[config.mk]
export PLATFORM = sky130hd
export DESIGN_NAME = length_prefix_deframer
export DESIGN_NICKNAME = d
export VERILOG_FILES = /design/src/rtl/lpd_pkg.sv /design/src/rtl/lpd_cfg_regs.sv /design/src/rtl/lpd_in_stage.sv /design/src/rtl/lpd_parser.sv /design/src/rtl/length_prefix_deframer.sv
export SDC_FILE = /design/constraint.sdc
export NUM_CORES = 1
export LEC_CHECK = 0
export BUFFER_PORTS_ARGS = -buffer_cell sky130_fd_sc_hd__buf_2
export CELL_PAD_IN_SITES_DETAIL_PLACEMENT = 1
export CELL_PAD_IN_SITES_GLOBAL_PLACEMENT = 1
export CORE_MARGIN = 10
export CORE_UTILIZATION = 30
export CTS_CLUSTER_SIZE = 24
export DETAILED_ROUTE_END_ITERATION = 10
export PLACE_DENSITY = 0.65
export SYNTH_ARGS = -nofsm -noshare
export SYNTH_HDL_FRONTEND = slang
export SYNTH_HIERARCHICAL = 1
export SYNTH_SLANG_ARGS = --single-unit
[constraint.sdc]
create_clock -name clk -period 6.6 [get_ports clk]
set_input_delay 0.33 -clock clk [delete_from_list [all_inputs] [get_ports clk]]
set_output_delay 0.33 -clock clk [all_outputs]
set_load 0.01 [all_outputs]
[src/rtl/lpd_pkg.sv]
`timescale 1ns / 1ps
// ----------------------------------------------------------------------------
// lpd_pkg
// Shared types and constants of the length-prefix deframer.
// ----------------------------------------------------------------------------
package lpd_pkg;

  // Result kinds, carried on the output tuser
  localparam logic [1:0] KIND_HEADER = 2'd0;
  localparam logic [1:0] KIND_BODY   = 2'd1;
  localparam logic [1:0] KIND_ERROR  = 2'd2;

  // Size of the message id in bytes
  localparam logic [31:0] ID_BYTES = 32'd4;

  // Register reset values
  localparam logic [16:0] MIN_DATA_LEN_RST  = 17'd4;
  localparam logic [15:0] MAX_BODY_SIZE_RST = 16'hFFFF;

  // Register indexes (byte address / 4)
  localparam logic REG_MIN_DATA_LEN  = 1'b0;
  localparam logic REG_MAX_BODY_SIZE = 1'b1;

  typedef enum logic [1:0] {
    PHASE_LEN  = 2'd0,
    PHASE_ID   = 2'd1,
    PHASE_BODY = 2'd2
  } phase_t;

  typedef struct packed {
    logic [16:0] min_data_len;
    logic [15:0] max_body_size;
  } cfg_t;

  typedef struct packed {
    logic [1:0]  kind;
    logic [31:0] message_id;
    logic [7:0]  body_byte;
    logic        frame_end;
  } result_t;

endpackage

[src/rtl/lpd_cfg_regs.sv]
`timescale 1ns / 1ps
// ----------------------------------------------------------------------------
// lpd_cfg_regs
// APB register file holding the length limits.
// ----------------------------------------------------------------------------
module lpd_cfg_regs import lpd_pkg::*; (
  input  logic        clk,
  input  logic        rst,
  input  logic        psel,
  input  logic        penable,
  input  logic        pwrite,
  input  logic [2:0]  paddr,
  input  logic [31:0] pwdata,
  output logic [31:0] prdata,
  output logic        pready,
  output cfg_t        cfg
);

  logic wr_en;

  assign pready = 1'b1;
  assign wr_en  = psel && penable && pwrite;

  // Write the selected register; address bits below the word are ignored
  always_ff @(posedge clk) begin
    if (rst) begin
      cfg.min_data_len  <= MIN_DATA_LEN_RST;
      cfg.max_body_size <= MAX_BODY_SIZE_RST;
    end else if (wr_en) begin
      if (paddr[2] == REG_MIN_DATA_LEN) begin
        cfg.min_data_len <= pwdata[16:0];
      end else begin
        cfg.max_body_size <= pwdata[15:0];
      end
    end
  end

  // Read back
  always_comb begin
    if (paddr[2] == REG_MAX_BODY_SIZE) begin
      prdata = {16'd0, cfg.max_body_size};
    end else begin
      prdata = {15'd0, cfg.min_data_len};
    end
  end

endmodule

[src/rtl/lpd_in_stage.sv]
`timescale 1ns / 1ps
// ----------------------------------------------------------------------------
// lpd_in_stage
// Input register for the byte stream.
// ----------------------------------------------------------------------------
module lpd_in_stage (
  input  logic       clk,
  input  logic       rst,
  input  logic       s_tvalid,
  output logic       s_tready,
  input  logic [7:0] s_tdata,
  input  logic       take,
  output logic       word_valid,
  output logic [7:0] word_byte
);

  assign s_tready = !word_valid || take;

  // Hold the word until the parser takes it
  always_ff @(posedge clk) begin
    if (rst) begin
      word_valid <= 1'b0;
    end else if (s_tready) begin
      word_valid <= s_tvalid;
    end
  end

  always_ff @(posedge clk) begin
    if (s_tready && s_tvalid) begin
      word_byte <= s_tdata;
    end
  end

endmodule

[src/rtl/lpd_parser.sv]
`timescale 1ns / 1ps
// ----------------------------------------------------------------------------
// lpd_parser
// Frame state machine and result register. Assembles the length and id
// fields, checks the length, counts body bytes and emits header, body and error results.
// ----------------------------------------------------------------------------
module lpd_parser import lpd_pkg::*; (
  input  logic       clk,
  input  logic       rst,
  input  cfg_t       cfg,
  input  logic       word_valid,
  input  logic [7:0] word_byte,
  output logic       take,
  output logic       m_tvalid,
  input  logic       m_tready,
  output result_t    res
);

  phase_t      phase, phase_next;
  logic [1:0]  byte_idx, byte_idx_next;
  logic [31:0] length_accum, length_accum_next;
  logic [31:0] id_accum, id_accum_next;
  logic [15:0] body_left, body_left_next;
  logic        emit;
  result_t     res_next;
  logic        fire;
  logic        len_bad;
  logic [16:0] max_len;

  assign take = !m_tvalid || m_tready;
  assign fire = word_valid && take;

  // Length check on the fully assembled field
  assign max_len = {1'b0, cfg.max_body_size} + 17'(ID_BYTES);
  always_comb begin
    len_bad = (length_accum_next < ID_BYTES) ||
              (length_accum_next < {15'd0, cfg.min_data_len}) ||
              (length_accum_next > {15'd0, max_len});
  end

  // Next state
  always_comb begin
    phase_next        = phase;
    byte_idx_next     = byte_idx;
    length_accum_next = length_accum;
    id_accum_next     = id_accum;
    body_left_next    = body_left;
    case (phase)
      PHASE_ID: begin
        id_accum_next = {id_accum[23:0], word_byte};
        byte_idx_next = byte_idx + 2'd1;
        if (byte_idx == 2'd3) begin
          body_left_next = length_accum[15:0] - 16'(ID_BYTES);
          phase_next     = (body_left_next == 16'd0) ? PHASE_LEN : PHASE_BODY;
        end
      end
      PHASE_BODY: begin
        body_left_next = body_left - 16'd1;
        if (body_left_next == 16'd0) begin
          phase_next = PHASE_LEN;
        end
      end
      default: begin
        length_accum_next = {length_accum[23:0], word_byte};
        byte_idx_next     = byte_idx + 2'd1;
        phase_next        = PHASE_LEN;
        if (byte_idx == 2'd3 && !len_bad) begin
          phase_next = PHASE_ID;
        end
      end
    endcase
  end

  // Result for this word
  always_comb begin
    emit     = 1'b0;
    res_next = '0;
    case (phase)
      PHASE_ID: begin
        if (byte_idx == 2'd3) begin
          emit                = 1'b1;
          res_next.kind       = KIND_HEADER;
          res_next.message_id = id_accum_next;
          res_next.frame_end  = (body_left_next == 16'd0);
        end
      end
      PHASE_BODY: begin
        emit                = 1'b1;
        res_next.kind       = KIND_BODY;
        res_next.message_id = id_accum;
        res_next.body_byte  = word_byte;
        res_next.frame_end  = (body_left_next == 16'd0);
      end
      default: begin
        if (byte_idx == 2'd3 && len_bad) begin
          emit          = 1'b1;
          res_next.kind = KIND_ERROR;
        end
      end
    endcase
  end

  // Advance the frame state on each consumed word
  always_ff @(posedge clk) begin
    if (rst) begin
      phase        <= PHASE_LEN;
      byte_idx     <= 2'd0;
      length_accum <= 32'd0;
      id_accum     <= 32'd0;
      body_left    <= 16'd0;
    end else if (fire) begin
      phase        <= phase_next;
      byte_idx     <= byte_idx_next;
      length_accum <= length_accum_next;
      id_accum     <= id_accum_next;
      body_left    <= body_left_next;
    end
  end

  // Result register: load, drain or hold
  always_ff @(posedge clk) begin
    if (rst) begin
      m_tvalid <= 1'b0;
    end else if (take) begin
      m_tvalid <= fire && emit;
    end
  end

  always_ff @(posedge clk) begin
    if (fire && emit) begin
      res <= res_next;
    end
  end

endmodule

[src/rtl/length_prefix_deframer.sv]
`timescale 1ns / 1ps
// ----------------------------------------------------------------------------
// length_prefix_deframer
// Deframer for a byte stream of length-prefixed messages.
// ----------------------------------------------------------------------------
// Usage:
//   The slave stream takes one byte per word. Each frame is a 4-byte
//   big-endian length (id plus body), a 4-byte big-endian message id and
//   the body. The master stream gives a header word (tuser 0) once the id
//   is complete, then one word per body byte (tuser 1); tlast marks the last
//   word of the frame. A length below min_data_len or 4, or above
//   max_body_size + 4, gives an error word (tuser 2) and the deframer hunts
//   for the next length field.
//   An accepted byte goes through the input register, then the parser into
//   the result register. Throughput: one byte per cycle while m_tready is
//   high; a result that waits stops the parser, so input stops once the
//   input register is full.
//   Stall: with m_tready low the result holds and s_tready drops once the
//   input register is full; nothing is lost.
//   Reset (rst, synchronous): both streams go empty, the parser returns to
//   collecting a length field and the limits return to 4 and 65535.
//   Registers: min_data_len at 0x0, max_body_size at 0x4; write them only
//   while the stream is idle.
// ----------------------------------------------------------------------------
module length_prefix_deframer import lpd_pkg::*; (
  input  logic        clk,
  input  logic        rst,
  input  logic        s_tvalid,
  output logic        s_tready,
  input  logic [7:0]  s_tdata,   // [7:0] data_byte
  output logic        m_tvalid,
  input  logic        m_tready,
  output logic [39:0] m_tdata,   // [31:0] message_id, [39:32] body_byte
  output logic [1:0]  m_tuser,   // [1:0] kind
  output logic        m_tlast,
  input  logic        psel,
  input  logic        penable,
  input  logic        pwrite,
  input  logic [2:0]  paddr,
  input  logic [31:0] pwdata,
  output logic [31:0] prdata,
  output logic        pready
);

  cfg_t       cfg;
  result_t    res;
  logic       take;
  logic       word_valid;
  logic [7:0] word_byte;

  lpd_cfg_regs u_cfg (
    .clk     (clk),
    .rst     (rst),
    .psel    (psel),
    .penable (penable),
    .pwrite  (pwrite),
    .paddr   (paddr),
    .pwdata  (pwdata),
    .prdata  (prdata),
    .pready  (pready),
    .cfg     (cfg)
  );

  lpd_in_stage u_in (
    .clk        (clk),
    .rst        (rst),
    .s_tvalid   (s_tvalid),
    .s_tready   (s_tready),
    .s_tdata    (s_tdata),
    .take       (take),
    .word_valid (word_valid),
    .word_byte  (word_byte)
  );

  lpd_parser u_parser (
    .clk        (clk),
    .rst        (rst),
    .cfg        (cfg),
    .word_valid (word_valid),
    .word_byte  (word_byte),
    .take       (take),
    .m_tvalid   (m_tvalid),
    .m_tready   (m_tready),
    .res        (res)
  );

  assign m_tdata = {res.body_byte, res.message_id};
  assign m_tuser = res.kind;
  assign m_tlast = res.frame_end;

endmodule

# ---- Word level (Yosys, flattened, before mapping)
# Cells that the tools add are included.
dict set report totals {
  regBits 170
  inputBits 50
  out_inout_bits 78
  elab_cells 69
}
dict set report op_classes {
  addsub 4
  order_cmp 3
  n_eq_ne 5
  n_mux 19
  bitwise_logic 2
  reduce_logical 22
}
# operator count
set op_table {}
lappend op_table {{32-bit 2-to-1 mux} 3}
lappend op_table {{32-bit one-hot mux with 2 select lines} 1}
lappend op_table {{16-bit zero test} 3}
lappend op_table {{32-bit by 17-bit > comparator with 1-bit output} 1}
lappend op_table {{32-bit by 17-bit less-than comparator with 1-bit output} 1}
lappend op_table {{32-bit by 3-bit less-than comparator with 1-bit output, second input constant} 1}
lappend op_table {{16-bit one-hot mux with 2 select lines} 1}
lappend op_table {{16-bit by 3-bit adder with 17-bit output, second input constant} 1}
lappend op_table {{17-bit 2-to-1 mux} 1}
lappend op_table {{16-bit 2-to-1 mux} 1}
lappend op_table {{16-bit by 1-bit subtractor with 16-bit output, second input constant} 1}
lappend op_table {{16-bit by 3-bit subtractor with 16-bit output, second input constant} 1}
lappend op_table {{2-bit 2-to-1 mux} 4}
lappend op_table {{2-bit one-hot mux with 2 select lines} 2}
lappend op_table {{1-bit logical AND} 7}
lappend op_table {{2-bit AND reduction} 3}
lappend op_table {{2-bit equality test, second input constant} 2}
lappend op_table {{1-bit logical OR} 4}
lappend op_table {{1-bit 2-to-1 mux} 4}
lappend op_table {{2-bit by 1-bit inequality test with 1-bit output, second input constant} 2}
lappend op_table {{1-bit one-hot mux with 2 select lines} 2}
lappend op_table {{1-bit zero test} 3}
lappend op_table {{3-bit AND reduction} 1}
lappend op_table {{2-bit by 1-bit adder with 2-bit output, second input constant} 1}
lappend op_table {{other kinds (3)} 4}

# ---- Longest topological paths before layout
# Gate-level depths: netlist of run 1.
dict set report logic_depth {
  ltp_word 10
  mapped_depth 16
  ltp_nobuf 13
}

# ---- Hierarchy
# The synthesis of run 1 kept the hierarchy.
# mod n_inst cells_per_inst area_each_um2 seq_area_each_um2
set modules_own_cells {}
lappend modules_own_cells {lpd_parser 1 848 7317.0 2992.9}
lappend modules_own_cells {lpd_cfg_regs 1 181 1741.7 660.6}
lappend modules_own_cells {lpd_in_stage 1 13 295.3 260.2}

# ---- Worst setup path before layout of run 1
# OpenSTA, ideal clock, no wires.
dict set report synth_timing {
  path_type {register to register}
  startpoint {register u_parser.phase[0]}
  endpoint {register, netlist name u_parser/res[0]}
  setup_time_ns 0.508
  arrival_ns 6.548
  required_ns 6.092
  setup_slack_ns -0.456
  stages_incl_launch_ff 16
  n_path_buf 5
  period_less_slack_ns 7.056
  path_cell_list {dfxtp_1 inv_1 ha_1 buf_4 buf_2 clkbuf_1 clkbuf_1 buf_1 mux2_2 ha_1 maj3_1 a21o_1 a21oi_1 o211a_1 a211oi_2 o31ai_1}
}
dict set report synth_via {
  elab_chain_cells 10
  word_cells_on_any_way 13
  classes_between {3 x order compare; 2 x eq/ne; 3 x mux; 5 x reduce/logical}
}
# item line_no
set synth_lines {}
lappend synth_lines {{from (decl)} lpd_parser.sv:19} ;# phase_t phase, phase_next;
lappend synth_lines {{from (signal assigned)} lpd_parser.sv:112} ;# phase <= phase_next;
lappend synth_lines {{2-bit by 1-bit equality test with 1-bit output or 2-bit equality test (tied branches)} lpd_parser.sv:48} ;# case (phase)
lappend synth_lines {{2-bit OR reduction (no source line) *} n/a}
lappend synth_lines {{32-bit 2-to-1 mux *} lpd_parser.sv:48}
lappend synth_lines {{named net u_parser.length_accum_next[4]} lpd_parser.sv:21} ;# logic [31:0] length_accum, length_accum_next;
lappend synth_lines {{32-bit by 3-bit less-than comparator with 1-bit output or 32-bit by 17-bit less-than comparator with 1-bit output (tied branches)} {lpd_parser.sv:36, lpd_parser.sv:37}}
lappend synth_lines {{1-bit logical OR} lpd_parser.sv:36} ;# len_bad = (length_accum_next < ID_BYTES) ||
lappend synth_lines {{1-bit logical OR *} lpd_parser.sv:37} ;# (length_accum_next < {15'd0, cfg.min_data_len}) ||
lappend synth_lines {{1-bit logical AND *} lpd_parser.sv:95} ;# if (byte_idx == 2'd3 && len_bad) begin
lappend synth_lines {{1-bit 2-to-1 mux *} lpd_parser.sv:95}
lappend synth_lines {{1-bit one-hot mux with 2 select lines *} lpd_parser.sv:78} ;# case (phase)
lappend synth_lines {{1-bit logical AND *} lpd_parser.sv:130} ;# if (fire && emit) begin
# The timed path passes the listed nets; every way through them passes the cells marked *.
# A chain may end at the register's enable or synchronous reset.

# ---- Worst setup path after layout of run 1
dict set report layout_timing {
  startpoint {register u_parser.phase[0]}
  endpoint {register, netlist name u_parser/res[0]}
}
dict set report layout_via {
  elab_chain_cells 10
  word_cells_on_any_way 13
  classes_between {3 x order compare; 2 x eq/ne; 3 x mux; 5 x reduce/logical}
}
# item line_no
set layout_lines {}
lappend layout_lines {{2-bit by 1-bit equality test with 1-bit output or 2-bit equality test (tied branches)} {lpd_parser.sv:48, lpd_parser.sv:78}}
lappend layout_lines {{2-bit OR reduction (no source line)} n/a}
lappend layout_lines {{32-bit 2-to-1 mux} lpd_parser.sv:48}
lappend layout_lines {{32-bit by 3-bit less-than comparator with 1-bit output or 32-bit by 17-bit less-than comparator with 1-bit output (tied branches)} {lpd_parser.sv:36, lpd_parser.sv:37}}
lappend layout_lines {{1-bit logical OR} lpd_parser.sv:36}
lappend layout_lines {{1-bit logical OR} lpd_parser.sv:37}
lappend layout_lines {{1-bit logical AND} lpd_parser.sv:95}
lappend layout_lines {{1-bit 2-to-1 mux} lpd_parser.sv:95}
lappend layout_lines {{1-bit one-hot mux with 2 select lines *} lpd_parser.sv:78}
lappend layout_lines {{1-bit logical AND *} lpd_parser.sv:130}
# Every way passes the cells marked *; elsewhere a longest branch is shown, timed or not.

==> results of run 1 <==
==> worst paths after layout <==
kind,slack [ns],start,to
setup / recovery,1.67,u_parser/phase[0],u_parser/res[0]
hold / removal,0.07,s_tdata[7],u_in/word_byte[7]
setup reg to reg,1.67,u_parser/phase[0],u_parser/res[0]
hold reg to reg,0.46,u_parser/id_accum[26],u_parser/id_accum[26]
==> worst max-delay path, stage by stage, from the launching register on <==
cell and delay (ns):
dfxtp_1 0.37, inv_1 0.08, ha_2 0.77, buf_4 0.33, mux2i_1 0.34, inv_1 0.14, ha_1 0.29, and2_0 0.15
a221o_1 0.18, a221oi_1 0.09, o221ai_1 0.21, a211oi_2 0.19, o31ai_4 0.95, buf_4 0.46
==> per-stage QoR <==
| step | instance area, um2 | total power, mW |
|---|---|---|
| after global placement | 10000 | 1.45 |
| after CTS | 10600 | 2.53 |
| after detailed placement | 10000 | 1.46 |
| after floorplan | 9410 | 1.37 |
| after global routing | 10600 | 2.60 |
| final | 10600 | 2.49 |
==> registers in the layout, indices dropped and copies added (netlist names), 2 cells and up <==
signal and cells:
u_parser/res 43, u_cfg/cfg 33, u_parser/id_accum 32, u_parser/length_accum 32, u_parser/body_left 16, u_in/word_byte 8
u_parser/byte_idx 2, u_parser/phase 2
==> report_power, final <==
| part | leakage (nW) | internal [mW] | switching [mW] |
|---|---|---|---|
| Combinational | 2.19 | 0.128 | 0.181 |
| Clock | 0.304 | 0.528 | 0.532 |
| Sequential | 1.38 | 1.09 | 0.0346 |
| Total | 3.87 | 1.74 | 0.748 |
==> cell type report <==
type	instances	area [um2]	share of cell area (%)
multi-input combinational	762	4940	46.4
sequential	170	3910	36.8
timing repair buffer	103	541	5.08
tap	396	495	4.65
clock buffer	17	425	4.00
clock inverter	15	206	1.94
inverter	33	124	1.16
==> cells in the mapped netlist (18+ instances only) <==
cell type,count,area share [%]
a22o_1,33,3.1
inv_1,33,1.3
buf_4,18,1.4
a21oi_1,78,4.2
nor2_1,100,4.0
nor3_1,21,1.1
nand3_1,32,1.7
mux2_2,28,3.4
clkbuf_1,60,2.4
nand2b_1,39,2.6
xnor2_1,20,1.9
ha_1,37,4.9
o21ai_0,24,1.3
nand2_1,132,5.3
mux2i_1,38,4.1
edfxtp_1,51,16
dfxtp_1,119,25
==> cell families after synthesis <==
logic type | count (synthesis) | share of synthesized area [%]
simple gates | 398 | 20.7
mux | 67 | 7.58
compound gates | 210 | 15.2
buf+inv | 124 | 6.15
xor+xnor | 33 | 3.38
fa+ha+maj | 38 | 5.06
other cells | 2 | 0.0803
flops | 170 | 41.8
==> layer usage <==
layer | global-route usage [%] | share of wire [%] | up-vias
met5 | 0 | 0 | -
met4 | 3.37 | 0.89 | 0
met2 | 22.9 | 48 | 143
li1 | - | - | 3756
met3 | 2.89 | 4.0 | 14
met1 | 17.7 | 47 | 3741
==> out/metrics.csv, run 1 <==
metric,value,unit
most frequent standard cell in the layout excluding fill and tap cells,nand2_1,
post-synth cell types,75,
area of the placeable core,0.0307,mm2
period utilisation layout,74.6,%
wire length of the first global-routing pass,43700,um
number of cells after detailed placement,1464,
ratio of cells with drive above 1 in the final layout,16.8,%
remaining routing DRC violations,0,
static leakage,3.87,nW
Final Instance Count excl. Fillers,1496,
fraction of the yosys area taken by sequential cells,41.8,%
TritonCTS clock tree,done,
warning count from the yosys run,6,
number of cells upsized or downsized after cts,0,
vias in the first global route,7875,
TritonCTS sink count,170,
Antenna diodes,0,
number of hold violations in the final report,0,
outcome,"finished, final reports clean",
number of detailed-route iterations in the first pass,4,
overall track demand over capacity in global routing,13.7,%
vias after detailed routing,7654,
number of buffers inserted by port buffering,94,
Worst Max-Slew Pin Slew,1.14,ns
worst hold-check path type,in2reg,
number of buffers added for setup after CTS,0,
count of nets after finishing,1174,
most used flip-flop cell after synthesis,dfxtp_1,
total of flip-flops plus latches after synthesis,170,
final weighted congestion of routability-driven global placement,0.799,
clock latency of the later-clocked register in the worst-skew pair,0.44,ns
vertical die dimension,197,um
routed wirelength normalized by instance count,17.9,um
highest-count cells in the layout ignoring fill and taps,"nand2_1, dfxtp_1, nor2_1",
detailed-route wire length,26800,um
number of instances in the synthesized netlist,1042,
pwr dens,234,mW/mm2
area of the die,0.0386,mm2
pin count of the biggest net entering global routing,112,
Detail Route Antenna Nets,0,
number of fill cells,3598,
crit path max fanout,32,
"Clk pin slew, worst setup/hold paths",0.08,ns
worst rel slew slack,23.8,%
least setup slack across all paths after layout,1.67,ns
initial antenna violation count,0,
count of hold-fix buffers inserted at cts,0,
classification of the worst setup path,reg2reg,
Area growth syn-to-layout,13.8,%
"IR drop worst, VDD",0.147,mV
count of pins over their slew limit,0,
Critical Path Start Type,flop,
Clock Tree Root,clkbuf_16,
IO Pins,128,
post-DR vias/cell,5.12,
num rows,64,
final setup violation count,0,
required time at the endpoint of the critical path,6.70,ns
largest buffer count on any clock path,2,
instance count along the most critical hold path,1,
CTS Buf Count,17,
synthesized area per cell,8.98,um2
gr ovfl total,0,
starting density of the core,30.5,%
utilization after layout,34.7,%
DRT iter0 DRCs,389,
Place WS,1.62,ns
die outline width,197,um
final worst path period need,4.93,ns
RSZ-0062 raised after global routing,no,
Min Hold Slack,0.0672,ns
share of synthesized registers carrying an async set or reset,0,%
worst clock skew,0.0195,ns
Setup TNS,0,ns
post-synthesis cell area,0.00935,mm2
number of H-tree branching levels,4,
number of max-cap violations,0,
worst reg2reg path depth,13,
Setup crit end kind,flop,
number of flops mapped to enable cells by yosys,51,
crit path DAT,5.03,ns
Detail Placement HPWL,18900,um
timing-limited maximum frequency,203,MHz
No activity file was read; power rests on OpenSTA's default activity.
==> run 2, diff against run 1 <==
- ABC_AREA: default -> 1
- PLACE_DENSITY: 0.65 -> 0.67
- clock period: 6.6 -> 4.45 ns (I/O delays scaled with it)
==> run 2 against run 1 <==
- wire length rose by 2.4%
- critical path type unchanged
- sequential power rose by 51%
- final cell count rose by 14%
- final area rose by 0.89%
- non-clock buffer count rose by 8
- combinational power rose by 110%
- die area barely moved
==> out/metrics.csv, run 2 <==
metric,value,unit
outcome,"finished, final reports clean",
part of the power in combinational logic,16.9,%
Critical Path Start Type,flop,
vias after detailed routing,8292,
slowest cell delay on critical path,0.51,ns
IO Pins,128,
vias in the first global route,8658,
largest buffer count on any clock path,2,
die outline width,197,um
layer carrying the most global-route usage,met2,
Antenna diodes,0,
number of buffers inserted by port buffering,94,
number of buffers added for setup after CTS,0,
met2 demand-to-capacity share in global routing,24.7,%
Setup crit end kind,flop,
met3 usage in global routing,2.97,%
register name with the most flops,u_parser/res,
num rows,64,
leading post-synthesis cells by cell area,"dfxtp_1, edfxtp_1, nand2_1, inv_1, ha_1",
area of the placeable core,0.0307,mm2
RSZ-0062 raised after global routing,no,
area of the die,0.0386,mm2
switch share,32.2,%
Detail Route Antenna Nets,0,
remaining routing DRC violations,0,
Worst Max-Slew Pin Slew,1.10,ns
switching power of the nets,1.26,mW
timing-limited maximum frequency,258,MHz
wire length of the first global-routing pass,45200,um
relative contribution of the clock network to total power,39.7,%
number of detailed-route iterations in the first pass,5,
crit path DAT,3.99,ns
ratio of cells with drive above 1 in the final layout,12.9,%
cell mode on critical path,nand2_1,
pwr dens,362,mW/mm2
least setup slack across all paths after layout,0.581,ns
worst reg2reg path endpoint,u_parser/res[19],
routed wirelength normalized by instance count,16.1,um
count of nets after finishing,1383,
part of the power in registers,43.3,%
Tot Pwr,3.89,mW
final worst path period need,3.87,ns
static leakage,4.68,nW
crit path max fanout,43,
CTS Buf Count,17,
worst reg2reg path depth,25,
Detail Placement HPWL,20200,um
total of flip-flops plus latches after synthesis,170,
largest area contributor in the synthesized netlist,dfxtp_1,
minimum setup slack among reg-to-reg paths,0.58,ns
post-DR vias/cell,4.86,
Place WS,0.633,ns
worst clock skew,0.0204,ns
endpoint of the worst setup timing path,u_parser/res[19],
leading cell type by number of instances after synthesis,nand2_1,
required time at the endpoint of the critical path,4.57,ns
TritonCTS clock tree,done,
number of instances in the synthesized netlist,1224,
number of max-cap violations,0,
area of all placed cells without fillers,0.0107,mm2
most used flip-flop cell after synthesis,dfxtp_1,
post-synth cell types,47,
Power Internal,2.64,mW
number of H-tree branching levels,4,
pin count of the biggest net entering global routing,65,
share of the synthesized area in the top cell type,25.5,%
top cells by instance count after synthesis,"nand2_1, inv_1, dfxtp_1",
cell area after placement,0.0100,mm2
period utilisation layout,86.9,%
warning count from the yosys run,6,
final setup violation count,0,
number of cells after detailed placement,1664,
worst rel slew slack,26.5,%
Final Instance Count excl. Fillers,1705,
TritonCTS sink count,170,
"IR drop worst, VDD",0.279,mV
initial antenna violation count,1,
count of pins over their slew limit,0,
Setup TNS,0,ns
Min Hold Slack,0.0121,ns
gr ovfl total,0,
post-synthesis cell area,0.00935,mm2
clock latency of the later-clocked register in the worst-skew pair,0.44,ns
highest-count cells in the layout ignoring fill and taps,"nand2_1, inv_1, dfxtp_1",
cell type of the slowest stage on the worst timing path,dfxtp_1,
utilization after layout,35.0,%
classification of the worst setup path,reg2reg,
starting density of the core,30.5,%
met1 demand-to-capacity share in global routing,17.5,%
share of synthesized registers carrying an async set or reset,0,%
DRT iter0 DRCs,386,
synthesized area per cell,7.64,um2
vertical die dimension,197,um
final weighted congestion of routability-driven global placement,0.816,
startpoint of the worst-slack reg-to-reg timing path,u_cfg/cfg[2],
"Clk pin slew, worst setup/hold paths",0.08,ns
worst hold-check path type,in2reg,
number of hold violations in the final report,0,
most frequent standard cell in the layout excluding fill and tap cells,nand2_1,
fraction of the yosys area taken by sequential cells,41.9,%
registers with the most flip-flops,"u_parser/res x43, u_cfg/cfg x33",
number of fill cells,3801,
detailed-route wire length,27500,um
number of flops mapped to enable cells by yosys,51,
overall track demand over capacity in global routing,14.1,%
number of flip-flops in the largest register,43,
Clock Tree Root,clkbuf_16,
worst setup path startpoint,u_cfg/cfg[2],
Area growth syn-to-layout,14.9,%
run 2: area by class of cell:
class	instances	area, um2	area share, %
Tap cell	396	495	4.61
Inverter	174	653	6.08
Sequential cell	170	3910	36.4
Multi-Input combinational cell	822	4420	41.1
Timing Repair Buffer	111	633	5.89
Clock buffer	17	425	3.96
Clock inverter	15	204	1.90
run 2: kinds of logic (layout without fill, tap and decap cells):
| logic type | count (synthesis) | after routing | synth area share [%] |
|---|---|---|---|
| AO/OA/AOI/OAI | 257 | 257 | 16.4 |
| XOR/XNOR | 34 | 34 | 3.19 |
| adder cells (fa/ha/maj) | 37 | 37 | 4.95 |
| buffers and inverters | 246 | 317 | 11.6 |
| flip-flops | 170 | 170 | 41.9 |
| other | 2 | 16 | 0.0803 |
| AND/OR/NAND/NOR | 478 | 478 | 21.9 |
run 2: what timing repair did:
action,CTS,global route
hold buffers,9,0
endpoints found under the hold margin,9,0
gates resized for setup,0,0
endpoints found under the setup margin,0,0
run 2: worst min-delay path by stage:
| stage | from | to | cells past startpoint |
|---|---|---|---|
| floorplan | rst | u_in/word_valid | 1 |
| CTS | pwdata[15] | u_cfg/cfg[15] | 3 |
| global placement | s_tdata[6] | u_in/word_byte[6] | 1 |
| global route | pwdata[2] | u_cfg/cfg[2] | 3 |
| detailed placement | s_tdata[2] | u_in/word_byte[2] | 1 |
| finish | pwdata[2] | u_cfg/cfg[18] | 3 |
run 2: layer usage:
layer	share of wire (%)	routed length, um
met5	0.025	7
met1	46	12600
met4	0.99	272
met3	3.9	1060
met2	49	13500
run 2: power groups by stage:
| stage | combinational [mW] | clock (mW) | sequential (mW) |
|---|---|---|---|
| 4_1_cts | 0.666 | 1.59 | 1.69 |
| 5_1_grt | 0.758 | 1.65 | 1.70 |
| 6_report | 0.659 | 1.55 | 1.69 |
| 3_5_place_dp | 0.655 | 0 | 1.72 |
| 2_1_floorplan | 0.497 | 0 | 1.71 |
| 3_3_place_gp | 0.635 | 0 | 1.72 |
run 2: worst max-delay path, delay by kind of cell, from the launching register on:
| kind | cells | cell delay [ns] |
|---|---|---|
| and+or+nand+nor | 19 | 1.93 |
| buffers and inverters | 3 | 0.41 |
| adders and majority gates | 2 | 0.53 |
| xor gates and xnor gates | 1 | 0.16 |
| DFF | 1 | 0.51 |
